File: src/hdl/ssp_pkg.sv
// ssp_pkg: widths, fixed-point constants, arctangent table and queue entry type
// shared by the self scattering phase accumulator modules; no dependencies
package ssp_pkg;

  localparam int DISP_W     = 32;
  localparam int WAVE_W     = 10;
  localparam int SUM_W      = 35;
  localparam int SCALE_W    = 32;
  localparam int COUNT_W    = 13;
  localparam int CFG_IDX_W  = 2;
  localparam int CFG_DATA_W = 32;

  localparam int PROD_W     = DISP_W + WAVE_W;
  localparam int DOT_W      = PROD_W + 2;
  localparam int MAG_W      = PROD_W;
  localparam int MAG_LO_W   = 32;
  localparam int MAG_HI_W   = MAG_W - MAG_LO_W;
  localparam int PPLO_W     = MAG_LO_W + SCALE_W;
  localparam int PPHI_W     = MAG_HI_W + SCALE_W;

  // remainder width (2 pi in Q.44); the quotient is estimated from the top product
  // bits times 2^76 / (2 pi in Q.44) and is low by at most one
  localparam int RES_W       = 47;
  localparam int PROD_TOT_W  = PPHI_W + MAG_LO_W;
  localparam int QTOP_LSB    = 44;
  localparam int QTOP_W      = PROD_TOT_W - QTOP_LSB;
  localparam int RECIP_W     = 30;
  localparam int RECIP_SHIFT = 32;
  localparam int QUOT_W      = QTOP_W + RECIP_W - RECIP_SHIFT;
  localparam int M_SPLIT     = 24;
  localparam int FRAC_DROP   = 14;

  localparam int ANG_W      = 34;
  localparam int TRIG_W     = 20;
  localparam int ATAN_IDX_W = 5;

  localparam int Q_DEPTH    = 8;
  localparam int Q_PTR_W    = $clog2(Q_DEPTH);
  localparam int Q_CNT_W    = $clog2(Q_DEPTH + 1);

  localparam logic [CFG_IDX_W-1:0] REG_PHASE_SCALE     = 2'd0;
  localparam logic [CFG_IDX_W-1:0] REG_SPECIES_A_COUNT = 2'd1;

  localparam logic [SCALE_W-1:0] SCALE_RST = 32'd1686629713;
  localparam logic [COUNT_W-1:0] COUNT_RST = 13'd4096;

  localparam logic [RES_W-1:0]   TWO_PI_Q44   = 47'h6487ED5110B5;
  localparam logic [RECIP_W-1:0] RECIP_TWO_PI = 30'h28BE60DB;

  localparam logic signed [ANG_W-1:0] PI_Q30      = 34'sh0C90FDAA2;
  localparam logic signed [ANG_W-1:0] TWO_PI_Q30  = 34'sh1921FB544;
  localparam logic signed [ANG_W-1:0] HALF_PI_Q30 = 34'sh06487ED51;
  localparam logic signed [ANG_W-1:0] GAIN_Q30    = 34'sh026DD3B6A;

  localparam logic signed [SUM_W:0] SUM_MAX = 36'sh3FFFFFFFF;
  localparam logic signed [SUM_W:0] SUM_MIN = -36'sh400000000;

  typedef struct packed {
    logic [PPLO_W-1:0] pp_lo;
    logic [PPHI_W-1:0] pp_hi;
    logic              neg;
    logic              is_a;
    logic              last;
  } ssp_work_t;

  // atan(2^-i) in Q.30, truncated
  function automatic logic signed [ANG_W-1:0] atan_q30(input logic [ATAN_IDX_W-1:0] idx);
    logic signed [ANG_W-1:0] v;
    case (idx)
      5'd0:    v = 34'sh03243F6A8;
      5'd1:    v = 34'sh01DAC6705;
      5'd2:    v = 34'sh00FADBAFC;
      5'd3:    v = 34'sh007F56EA6;
      5'd4:    v = 34'sh003FEAB76;
      5'd5:    v = 34'sh001FFD55B;
      5'd6:    v = 34'sh000FFFAAA;
      5'd7:    v = 34'sh0007FFF55;
      5'd8:    v = 34'sh0003FFFEA;
      5'd9:    v = 34'sh0001FFFFD;
      5'd10:   v = 34'sh0000FFFFF;
      5'd11:   v = 34'sh00007FFFF;
      5'd12:   v = 34'sh00003FFFF;
      5'd13:   v = 34'sh00001FFFF;
      5'd14:   v = 34'sh00000FFFF;
      5'd15:   v = 34'sh000007FFF;
      5'd16:   v = 34'sh000003FFF;
      5'd17:   v = 34'sh000001FFF;
      5'd18:   v = 34'sh000000FFF;
      5'd19:   v = 34'sh0000007FF;
      5'd20:   v = 34'sh0000003FF;
      5'd21:   v = 34'sh0000001FF;
      5'd22:   v = 34'sh0000000FF;
      5'd23:   v = 34'sh00000007F;
      5'd24:   v = 34'sh00000003F;
      5'd25:   v = 34'sh00000001F;
      5'd26:   v = 34'sh00000000F;
      5'd27:   v = 34'sh000000008;
      5'd28:   v = 34'sh000000004;
      5'd29:   v = 34'sh000000002;
      5'd30:   v = 34'sh000000001;
      default: v = 34'sh000000000;
    endcase
    return v;
  endfunction

endpackage

File: src/hdl/ssp_out_if.sv
// ssp_out_if: result channel, valid/ready plus the four species sums
// depends on ssp_pkg
interface ssp_out_if import ssp_pkg::*; ();
  logic                    valid;
  logic                    ready;
  logic signed [SUM_W-1:0] sum_re_a;
  logic signed [SUM_W-1:0] sum_im_a;
  logic signed [SUM_W-1:0] sum_re_b;
  logic signed [SUM_W-1:0] sum_im_b;

  modport source (
    output valid, sum_re_a, sum_im_a, sum_re_b, sum_im_b,
    input  ready
  );
  modport sink (
    input  valid, sum_re_a, sum_im_a, sum_re_b, sum_im_b,
    output ready
  );
endinterface

File: src/hdl/ssp_back.sv
// ssp_back: modulo 2 pi reduction, iterative cordic, species accumulators and
// the result register; depends on ssp_pkg, ssp_out_if
module ssp_back import ssp_pkg::*; #(
  parameter int CORDIC_STAGES = 20
) (
  input  logic      clk,
  input  logic      rst_n,
  input  logic      q_nonempty,
  input  ssp_work_t q_head,
  output logic      pop,
  ssp_out_if.source out_ch
);

  localparam int IterW = $clog2(CORDIC_STAGES);

  typedef enum logic [3:0] {
    ST_IDLE, ST_QEST, ST_QMUL, ST_SUB, ST_CORR, ST_NEG, ST_WRAP, ST_FOLD, ST_ROT,
    ST_ROUND, ST_ACC
  } state_t;

  state_t                  state_r;
  logic [PROD_TOT_W-1:0]   prod_r;
  logic [QUOT_W-1:0]       quot_r;
  logic [RES_W:0]          qm_r;
  logic [RES_W:0]          rem_w_r;
  logic [RES_W-1:0]        rem_r;
  logic                    neg_r, is_a_r, last_r, flip_r;
  logic signed [ANG_W-1:0] x_r, y_r, z_r;
  logic [IterW-1:0]        iter_r;
  logic signed [TRIG_W-1:0] cos_r, sin_r;
  logic signed [SUM_W-1:0] acc_re_a_r, acc_im_a_r, acc_re_b_r, acc_im_b_r;
  logic                    out_valid_r;
  logic signed [SUM_W-1:0] out_re_a_r, out_im_a_r, out_re_b_r, out_im_b_r;

  logic [PROD_TOT_W-1:0]           prod_nxt;
  logic [QTOP_W+RECIP_W-1:0]       qe_p;
  logic [QUOT_W+M_SPLIT-1:0]       qm_lo_p;
  logic [QUOT_W+RES_W-M_SPLIT-1:0] qm_hi_p;
  logic [RES_W:0]                  qm_nxt;
  logic [RES_W:0]                  rem_sub;
  logic                            emit;
  logic signed [ANG_W-1:0] theta;
  logic signed [ANG_W-1:0] xs, ys, atan_v;
  logic signed [ANG_W-1:0] xv, yv;
  logic signed [ANG_W:0]   x_rnd, y_rnd;
  logic signed [SUM_W-1:0] re_nxt, im_nxt;

  function automatic logic signed [SUM_W-1:0] sat_add(
    input logic signed [SUM_W-1:0]  a,
    input logic signed [TRIG_W-1:0] b
  );
    logic signed [SUM_W:0] s;
    s = (SUM_W+1)'(a) + (SUM_W+1)'(b);
    if (s > SUM_MAX) begin
      return SUM_MAX[SUM_W-1:0];
    end else if (s < SUM_MIN) begin
      return SUM_MIN[SUM_W-1:0];
    end
    return s[SUM_W-1:0];
  endfunction

  assign pop = (state_r == ST_IDLE) && q_nonempty;

  assign prod_nxt = PROD_TOT_W'(q_head.pp_lo) + (PROD_TOT_W'(q_head.pp_hi) << MAG_LO_W);

  // quotient estimate from the top product bits, never above the true quotient
  assign qe_p    = (QTOP_W+RECIP_W)'(prod_r[PROD_TOT_W-1:QTOP_LSB])
                 * (QTOP_W+RECIP_W)'(RECIP_TWO_PI);
  assign qm_lo_p = (QUOT_W+M_SPLIT)'(quot_r)
                 * (QUOT_W+M_SPLIT)'(TWO_PI_Q44[M_SPLIT-1:0]);
  assign qm_hi_p = (QUOT_W+RES_W-M_SPLIT)'(quot_r)
                 * (QUOT_W+RES_W-M_SPLIT)'(TWO_PI_Q44[RES_W-1:M_SPLIT]);
  // remainder before correction is below 2 * (2 pi), so 48 low bits are enough
  assign qm_nxt  = qm_lo_p[RES_W:0] + {qm_hi_p[RES_W-M_SPLIT:0], {M_SPLIT{1'b0}}};
  assign rem_sub = rem_w_r - {1'b0, TWO_PI_Q44};
  assign theta   = ANG_W'(rem_r[RES_W-1:FRAC_DROP]);

  assign xs     = x_r >>> iter_r;
  assign ys     = y_r >>> iter_r;
  assign atan_v = atan_q30(ATAN_IDX_W'(iter_r));

  assign xv    = flip_r ? -x_r : x_r;
  assign yv    = flip_r ? -y_r : y_r;
  assign x_rnd = ((ANG_W+1)'(xv) + (ANG_W+1)'(1 << (FRAC_DROP - 1))) >>> FRAC_DROP;
  assign y_rnd = ((ANG_W+1)'(yv) + (ANG_W+1)'(1 << (FRAC_DROP - 1))) >>> FRAC_DROP;

  assign re_nxt = sat_add(is_a_r ? acc_re_a_r : acc_re_b_r, cos_r);
  assign im_nxt = sat_add(is_a_r ? acc_im_a_r : acc_im_b_r, sin_r);

  assign emit = (state_r == ST_ACC) && last_r && (!out_valid_r || out_ch.ready);

  always_ff @(posedge clk) begin
    if (!rst_n) begin
      state_r     <= ST_IDLE;
      out_valid_r <= 1'b0;
      acc_re_a_r  <= '0;
      acc_im_a_r  <= '0;
      acc_re_b_r  <= '0;
      acc_im_b_r  <= '0;
    end else begin
      if (emit) begin
        out_valid_r <= 1'b1;
      end else if (out_ch.ready) begin
        out_valid_r <= 1'b0;
      end
      case (state_r)
        ST_IDLE: begin
          if (q_nonempty) begin
            prod_r  <= prod_nxt;
            neg_r   <= q_head.neg;
            is_a_r  <= q_head.is_a;
            last_r  <= q_head.last;
            state_r <= ST_QEST;
          end
        end
        ST_QEST: begin
          quot_r  <= qe_p[QTOP_W+RECIP_W-1:RECIP_SHIFT];
          state_r <= ST_QMUL;
        end
        ST_QMUL: begin
          qm_r    <= qm_nxt;
          state_r <= ST_SUB;
        end
        ST_SUB: begin
          rem_w_r <= prod_r[RES_W:0] - qm_r;
          state_r <= ST_CORR;
        end
        ST_CORR: begin
          rem_r   <= (rem_w_r >= {1'b0, TWO_PI_Q44}) ? rem_sub[RES_W-1:0]
                                                     : rem_w_r[RES_W-1:0];
          state_r <= ST_NEG;
        end
        ST_NEG: begin
          if (neg_r && (rem_r != '0)) begin
            rem_r <= TWO_PI_Q44 - rem_r;
          end
          state_r <= ST_WRAP;
        end
        ST_WRAP: begin
          z_r     <= (theta > PI_Q30) ? theta - TWO_PI_Q30 : theta;
          state_r <= ST_FOLD;
        end
        ST_FOLD: begin
          // outer half-planes rotate by pi and negate the result
          if (z_r > HALF_PI_Q30) begin
            z_r    <= z_r - PI_Q30;
            flip_r <= 1'b1;
          end else if (z_r < -HALF_PI_Q30) begin
            z_r    <= z_r + PI_Q30;
            flip_r <= 1'b1;
          end else begin
            flip_r <= 1'b0;
          end
          x_r     <= GAIN_Q30;
          y_r     <= '0;
          iter_r  <= '0;
          state_r <= ST_ROT;
        end
        ST_ROT: begin
          if (z_r >= 0) begin
            x_r <= x_r - ys;
            y_r <= y_r + xs;
            z_r <= z_r - atan_v;
          end else begin
            x_r <= x_r + ys;
            y_r <= y_r - xs;
            z_r <= z_r + atan_v;
          end
          iter_r <= iter_r + 1'b1;
          if (iter_r == IterW'(CORDIC_STAGES - 1)) begin
            state_r <= ST_ROUND;
          end
        end
        ST_ROUND: begin
          cos_r   <= x_rnd[TRIG_W-1:0];
          sin_r   <= y_rnd[TRIG_W-1:0];
          state_r <= ST_ACC;
        end
        ST_ACC: begin
          if (!last_r) begin
            if (is_a_r) begin
              acc_re_a_r <= re_nxt;
              acc_im_a_r <= im_nxt;
            end else begin
              acc_re_b_r <= re_nxt;
              acc_im_b_r <= im_nxt;
            end
            state_r <= ST_IDLE;
          end else if (emit) begin
            out_re_a_r  <= is_a_r ? re_nxt : acc_re_a_r;
            out_im_a_r  <= is_a_r ? im_nxt : acc_im_a_r;
            out_re_b_r  <= is_a_r ? acc_re_b_r : re_nxt;
            out_im_b_r  <= is_a_r ? acc_im_b_r : im_nxt;
            acc_re_a_r  <= '0;
            acc_im_a_r  <= '0;
            acc_re_b_r  <= '0;
            acc_im_b_r  <= '0;
            state_r     <= ST_IDLE;
          end
        end
        default: begin
          state_r <= ST_IDLE;
        end
      endcase
    end
  end

  assign out_ch.valid    = out_valid_r;
  assign out_ch.sum_re_a = out_re_a_r;
  assign out_ch.sum_im_a = out_im_a_r;
  assign out_ch.sum_re_b = out_re_b_r;
  assign out_ch.sum_im_b = out_im_b_r;

endmodule

File: src/flat_wrapper.sv
// flat-port wrapper written by rule: the top's interface ports become plain ports
module ssp_back_flat import ssp_pkg::*;
#(
  parameter int CORDIC_STAGES = 20
)
  (clk, rst_n, q_nonempty, q_head, pop, out_ch_valid, out_ch_sum_re_a, out_ch_sum_im_a, out_ch_sum_re_b, out_ch_sum_im_b, out_ch_ready);
  ssp_out_if out_ch_i ();
  input  logic clk;
  input  logic rst_n;
  input  logic q_nonempty;
  input  ssp_work_t q_head;
  output logic pop;
  output wire logic [$bits(out_ch_i.valid)-1:0] out_ch_valid;
  output wire logic [$bits(out_ch_i.sum_re_a)-1:0] out_ch_sum_re_a;
  output wire logic [$bits(out_ch_i.sum_im_a)-1:0] out_ch_sum_im_a;
  output wire logic [$bits(out_ch_i.sum_re_b)-1:0] out_ch_sum_re_b;
  output wire logic [$bits(out_ch_i.sum_im_b)-1:0] out_ch_sum_im_b;
  input wire logic [$bits(out_ch_i.ready)-1:0] out_ch_ready;
  assign out_ch_valid = out_ch_i.valid;
  assign out_ch_sum_re_a = out_ch_i.sum_re_a;
  assign out_ch_sum_im_a = out_ch_i.sum_im_a;
  assign out_ch_sum_re_b = out_ch_i.sum_re_b;
  assign out_ch_sum_im_b = out_ch_i.sum_im_b;
  assign out_ch_i.ready = out_ch_ready;
  ssp_back #(.CORDIC_STAGES(CORDIC_STAGES)) u_core (.clk(clk), .rst_n(rst_n), .q_nonempty(q_nonempty), .q_head(q_head), .pop(pop), .out_ch(out_ch_i));
endmodule
File: config.mk
export PLATFORM = sky130hd
export DESIGN_NAME = ssp_back_flat
export DESIGN_NICKNAME = d
export VERILOG_FILES = /design/src/hdl/ssp_pkg.sv /design/src/hdl/ssp_out_if.sv /design/src/hdl/ssp_back.sv /design/src/flat_wrapper.sv
export SDC_FILE = /design/constraint.sdc
export NUM_CORES = 2
export LEC_CHECK = 0
export BUFFER_PORTS_ARGS = -buffer_cell sky130_fd_sc_hd__clkbuf_2
export CAP_MARGIN = 20
export CORE_MARGIN = 3
export CORE_UTILIZATION = 50
export CTS_CLUSTER_SIZE = 16
export DETAILED_ROUTE_END_ITERATION = 8
export PLACE_DENSITY = 0.66
export SLEW_MARGIN = 20
export SYNTH_ARGS = -nofsm -noshare
export SYNTH_HDL_FRONTEND = slang
export SYNTH_SLANG_ARGS = --single-unit
File: constraint.sdc
create_clock -name clk -period 14.55 [get_ports clk]
set_input_delay 2.91 -clock clk [delete_from_list [all_inputs] [get_ports clk]]
set_output_delay 2.91 -clock clk [all_outputs]
set_load 0.02 [all_outputs]
Word-level counts from Yosys, hierarchy flattened

Memory sizes are Yosys's and may differ from the RTL's. A register that Yosys moved wholly into a read port is not among the register bits.
Cells that the tools add are included.

Register bits: 681
Bits in latches: 0
Bits in writable memories: 0
ROM bits: 960
Input bits: 113
Memories: 1

Memories:

| memory          | depth | width | rd ports | clocked after Yosys merged registers in | wr ports | line          | RTL |
|---|---|---|---|---|---|---|---|
| (no name shown) | 32    | 30    | 1        | 1                                       | 0        | ssp_pkg.sv:69 | `case (idx)` |

Add/subtract/negate cells: 21
$mul: 3
Div/mod/pow operators: 0
Magnitude comparators: 9
Equal/unequal tests: 17
Shift-type cells: 2
Mux-type cells: 45
Bitwise gates (word level): 0
Reductions and logical operators: 24

Operators by type and width:

| cell                                                             | count |
|---|---|
| two-way mux 35 bit                                               | 17 |
| two-way mux 34 bit                                               | 8 |
| one-hot mux 34 bit (2 select lines)                              | 2 |
| adder 34 bit                                                     | 3 |
| one-hot mux 34 bit (3 select lines)                              | 1 |
| subtractor 34 bit                                                | 3 |
| two-way mux 47 bit                                               | 2 |
| one-hot mux 47 bit (2 select lines)                              | 1 |
| adder 64 x 74 -> 74 bit                                          | 1 |
| adder 35 x 20 -> 36 bit                                          | 2 |
| greater-than comparator 36 x 35 -> 1 bit (second input constant) | 2 |
| < comparator 36 x 35 -> 1 bit (second input constant)            | 2 |
| adder 34 x 15 -> 34 bit (second input constant)                  | 2 |
| negator 34 bit                                                   | 2 |
| >>> shifter 34 x 5 -> 34 bit                                     | 2 |
| multiplier 30 x 30 -> 60 bit (second input constant)             | 1 |
| adder 48 bit                                                     | 1 |
| >= comparator 48 x 47 -> 1 bit (second input constant)           | 1 |
| multiplier 28 x 23 -> 48 bit (second input constant)             | 1 |
| subtractor 48 bit                                                | 1 |
| nonzero test 47 bit                                              | 1 |
| subtractor 47 bit (first input constant)                         | 1 |
| subtractor 47 bit (second input constant)                        | 1 |
| one-hot mux 4 bit (11 select lines)                              | 1 |
| other kinds (31)                                                 | 62 |

Longest topological paths before layout

Depth in word-level cells: 8
Mapped depth: 38
Depth with buffers taken out: 38

Worst setup path after synthesis

Ideal clock, no wire load.

Kind: input to register
From: input port rst_n
To: register u_core.rem_r[0] (enable)
Data arrival time: 10425 ps
Data required time: 13853 ps
Slack: 3428 ps
Cell stages on the path: 3
Buffers on the path: 1
Cells stage by stage: inv_1 clkbuf_1 a2111oi_0

Cells in the longest elaborated chain, start to end: 1

Ends and longest elaborated chain:

| item                                 | line              | RTL |
|---|---|---|
| start, declared                      | flat_wrapper.sv:9 | `input logic rst_n;` |
| AND reduction 3 bit (no source line) | -                 |  |
| end signal, assigned                 | ssp_back.sv:129   | `rem_r <= (rem_w_r >= {1'b0, TWO_PI_Q44}) ? rem_sub[RES_W-1:0]` |
| end signal, assigned                 | ssp_back.sv:135   | `rem_r <= TWO_PI_Q44 - rem_r;` |
| end, declared                        | ssp_back.sv:26    | `logic [RES_W-1:0] rem_r;` |

No other way between the ends.
A chain may end at the register's enable or synchronous reset.

Final worst setup path

From: register u_core.quot_r[0]
To: register u_core.qm_r[47] (data pin)

Cells in the longest elaborated chain, start to end: 2
Elaborated cells between the ends (all ways): 3

Ends and longest elaborated chain:

| item                                                                         | line                           | RTL |
|---|---|---|
| start, declared                                                              | ssp_back.sv:23                 | `logic [QUOT_W-1:0] quot_r;` |
| start signal, assigned                                                       | ssp_back.sv:117                | `quot_r <= qe_p[QTOP_W+RECIP_W-1:RECIP_SHIFT];` |
| multiplier 28 x 23 -> 48 bit or multiplier 28 x 23 -> 24 bit (tied branches) | ssp_back.sv:70, ssp_back.sv:72 |  |
| adder 48 bit *                                                               | ssp_back.sv:74                 | `assign qm_nxt = qm_lo_p[RES_W:0] + {qm_hi_p[RES_W-M_SPLIT:0], {M_SPLIT{1'b0}}};` |
| net u_core.qm_nxt[47]                                                        | ssp_back.sv:39                 | `logic [RES_W:0] qm_nxt;` |
| end signal, assigned                                                         | ssp_back.sv:121                | `qm_r <= qm_nxt;` |
| end, declared                                                                | ssp_back.sv:24                 | `logic [RES_W:0] qm_r;` |

Mark *: on every way through the listed nets, which the timed path passes. The rest lies on a longest branch.

==> metrics <==
Worst Setup End Kind register; Hold Path Cell Cnt 2; drt first pass iters 6; EDFF count, synth 536; Achievable Freq 105 MHz; crit share post-route roughly two thirds; DP HPWL 175 mm; Starting Density 50.5%; CTS buffer count 84; root buf cell clkbuf_16; via count 61600; initial antenna violation count 6; required time worst endpoint 15.00 ns; grt total ovfl 0; DRT iter0 DRCs 5066; largest net degree at the start of global routing 93; CTS resizes 0; syn nets 10100; relative slew slack 28.8%; Worst Hold End u_core.acc_re_a_r[18]; setup TNS 0 ns; Synth async-reset ratio 0%; HP Start u_core.acc_re_a_r[18]; H-tree Lvls 3; WL/cell 20.7 um; Post-Syn Instances 8360; final wirelength 220 mm; Mean Syn Cell Area 9.60 um^2; reg-to-reg endpoint u_core.qm_r[47]; final number of setup-violating endpoints 0; Setup CP Type reg2reg; clock slew seen by the registers of the worst setup and hold paths 0.06 ns; insertion delay to the later sink of the worst-skew pair 0.72 ns; Ys Warns 0; drc violations 0; Hold Crit Class reg2reg; top post-synthesis cells by area edfxtp_1 (20%), fa_1 (16%), ha_1 (15%); number of global-route vias before repair 60900; dominant synthesized flop cell edfxtp_1; RSZ-0062 raised after global routing no; ratio of cells with drive above 1 in the final layout 8.62%; Slowest-stage cell, CP edfxtp_1; core area between 150000 and 200000 um^2; CP startpoint kind register; DIE HEIGHT ~410 um; sequential-to-total area share from yosys stat 24.4%; max_cap viols 0; most frequent cells in the layout inv_1 (1325), ha_1 (984), fa_1 (643); Worst path most repeated cell ha_1; Routed Antenna Nets 0; Synth Register Bits 711; Layout Area Growth over Synthesis 7.83%; nets ~10000; FF-to-FF path depth 31; Critical Path Fanout Max 12; die width 407 um; max incr delay on CP around 0.98 ns; CTS Buffer Depth 3; RR Startpoint u_core.quot_r[0]; gr usage total between 20% and 30%; area share of the largest cell type after synthesis 20.0%; skew final 0.0360 ns; count of different cell masters after synthesis 95; PortBufs about 250; CTS Sinks around 710; CTS tree yes; Synth Cell Area roughly 80000 um^2; DIE AREA 165000 um^2; cts hold-fix bufs 0; final hold violations 0; global-route wire length before repair 345 mm; fin crit period 9.51 ns; Slew Viols, Final 0; via/cell ratio about 5.8; Worst Tran Pin Value 1.07 ns; Placer Congestion 0.959; Top-Level Pins 255; # Post-CTS Setup Buffers 0; outcome finished clean; Critical Path AT 9.96 ns; Antenna Cells 0; setup slack, reg-to-reg 5.04 ns; Yosys top cell by area edfxtp_1; most common cell after layout, fill and taps aside inv_1; Rows 146
-- metrics by stage --
stage / setup WS [ns] / instance area, um^2 / hold slack (ns) / std cells / utilization (%)
after detailed placement: 5.09 / 83600 / 0.468 / 10500 / 52.6
final: 5.04 / 86600 / 0.479 / 10600 / 54.5
after global routing: 4.44 / 86600 / 0.494 / 10600 / 54.5
after floorplan: 3.43 / 80300 / 0.437 / 8360 / -
after global placement: 5.06 / 83600 / 0.449 / 10500 / 52.6
after CTS: 5.02 / 86500 / 0.481 / 10600 / 54.5
-- cells in the mapped netlist (all sizes together), types with 39 or more instances --
| library cell | instances |
|---|---|
| a211oi | 58 |
| a21o | 178 |
| a21oi | 442 |
| a221o | 85 |
| a22o | 39 |
| a2bb2oi | 51 |
| a31oi | 75 |
| and2 | 42 |
| and3 | 48 |
| buf | 67 |
| clkbuf | 218 |
| dfxtp | 175 |
| edfxtp | 536 |
| fa | 643 |
| ha | 984 |
| inv | 1328 |
| mux2 | 109 |
| mux2i | 55 |
| mux4 | 83 |
| nand2 | 508 |
| nand2b | 79 |
| nand3 | 105 |
| nand4 | 46 |
| nor2 | 506 |
| nor2b | 66 |
| nor3 | 132 |
| nor4 | 45 |
| o211ai | 43 |
| o21a | 76 |
| o21ai | 373 |
| o21bai | 56 |
| o31ai | 46 |
| or3 | 50 |
| xnor2 | 409 |
| xor2 | 208 |
-- per-layer routing --
metal	up-vias	GRT usage [%]	share of wire, %
met5	-	0	0.015
met4	6	7.57	2.8
met3	304	3.24	5.9
met2	1890	43.6	47
met1	30100	36.6	44
li1	29300	-	-
-- layout make-up --
class                   count  area [um^2]
flip-flops and latches    711        19600
clock buffers             103         2300
repair buffers            321         1790
clock inverters            54          644
inverters                1328         4980
fillers                 14200        72400
multi-input cells        6036        54700
well taps                2072         2590
-- kinds of logic (layout without fill, tap and decap cells) --
family | count (synthesis) | count (layout) | share of synthesized area (%)
adders and majority gates | 1627 | 1627 | 31.4
muxes | 247 | 247 | 4.55
and+or+nand+nor | 1757 | 1757 | 10.4
xor gates and xnor gates | 617 | 617 | 6.73
DFF | 711 | 711 | 24.4
AOI/OAI and AO/OA | 1788 | 1788 | 14.9
buffers and inverters | 1613 | 1806 | 7.64
-- how the worst max path moves through the flow --
stage | startpoint | depth (start not counted) | to | slack, ns
floorplan | rst_n | 3 | u_core.rem_r[0] | 3.43
global placement | u_core.quot_r[0] | 36 | u_core.qm_r[46] | 5.06
detailed placement | u_core.quot_r[3] | 31 | u_core.qm_r[47] | 5.09
CTS | u_core.quot_r[0] | 31 | u_core.qm_r[47] | 5.02
global route | u_core.quot_r[3] | 28 | u_core.qm_r[47] | 4.44
finish | u_core.quot_r[0] | 31 | u_core.qm_r[47] | 5.04
-- registers in the layout (all words and copies together) (netlist names), 4 cells and up --
register	cells
u_core.z_r	34
u_core.prod_r	74
u_core.state_r	4
u_core.out_ch.sum_im_a	35
u_core.acc_re_b_r	35
u_core.out_ch.sum_re_b	35
u_core.quot_r	28
u_core.out_ch.sum_re_a	35
u_core.acc_im_b_r	35
u_core.qm_r	48
u_core.rem_w_r	48
u_core.iter_r	5
u_core.acc_im_a_r	35
u_core.atan_v	30
u_core.cos_r	20
u_core.out_ch.sum_im_b	35
u_core.rem_r	47
u_core.y_r	34
u_core.acc_re_a_r	35
u_core.x_r	34
u_core.sin_r	20
-- worst max-delay path, delay by kind of cell, from the launching register on --
kind                       cells  cell delay [ns]
xor gates and xnor gates       3             0.42
DFF                            1             0.98
and+or+nand+nor                2             0.20
adders and majority gates     12             4.86
buffers and inverters          4             0.24
AOI/OAI and AO/OA             10             2.55
Power is left out: the tool's default activity adds up to more than one toggle a clock period on the data nets, which glitch-free logic cannot reach.
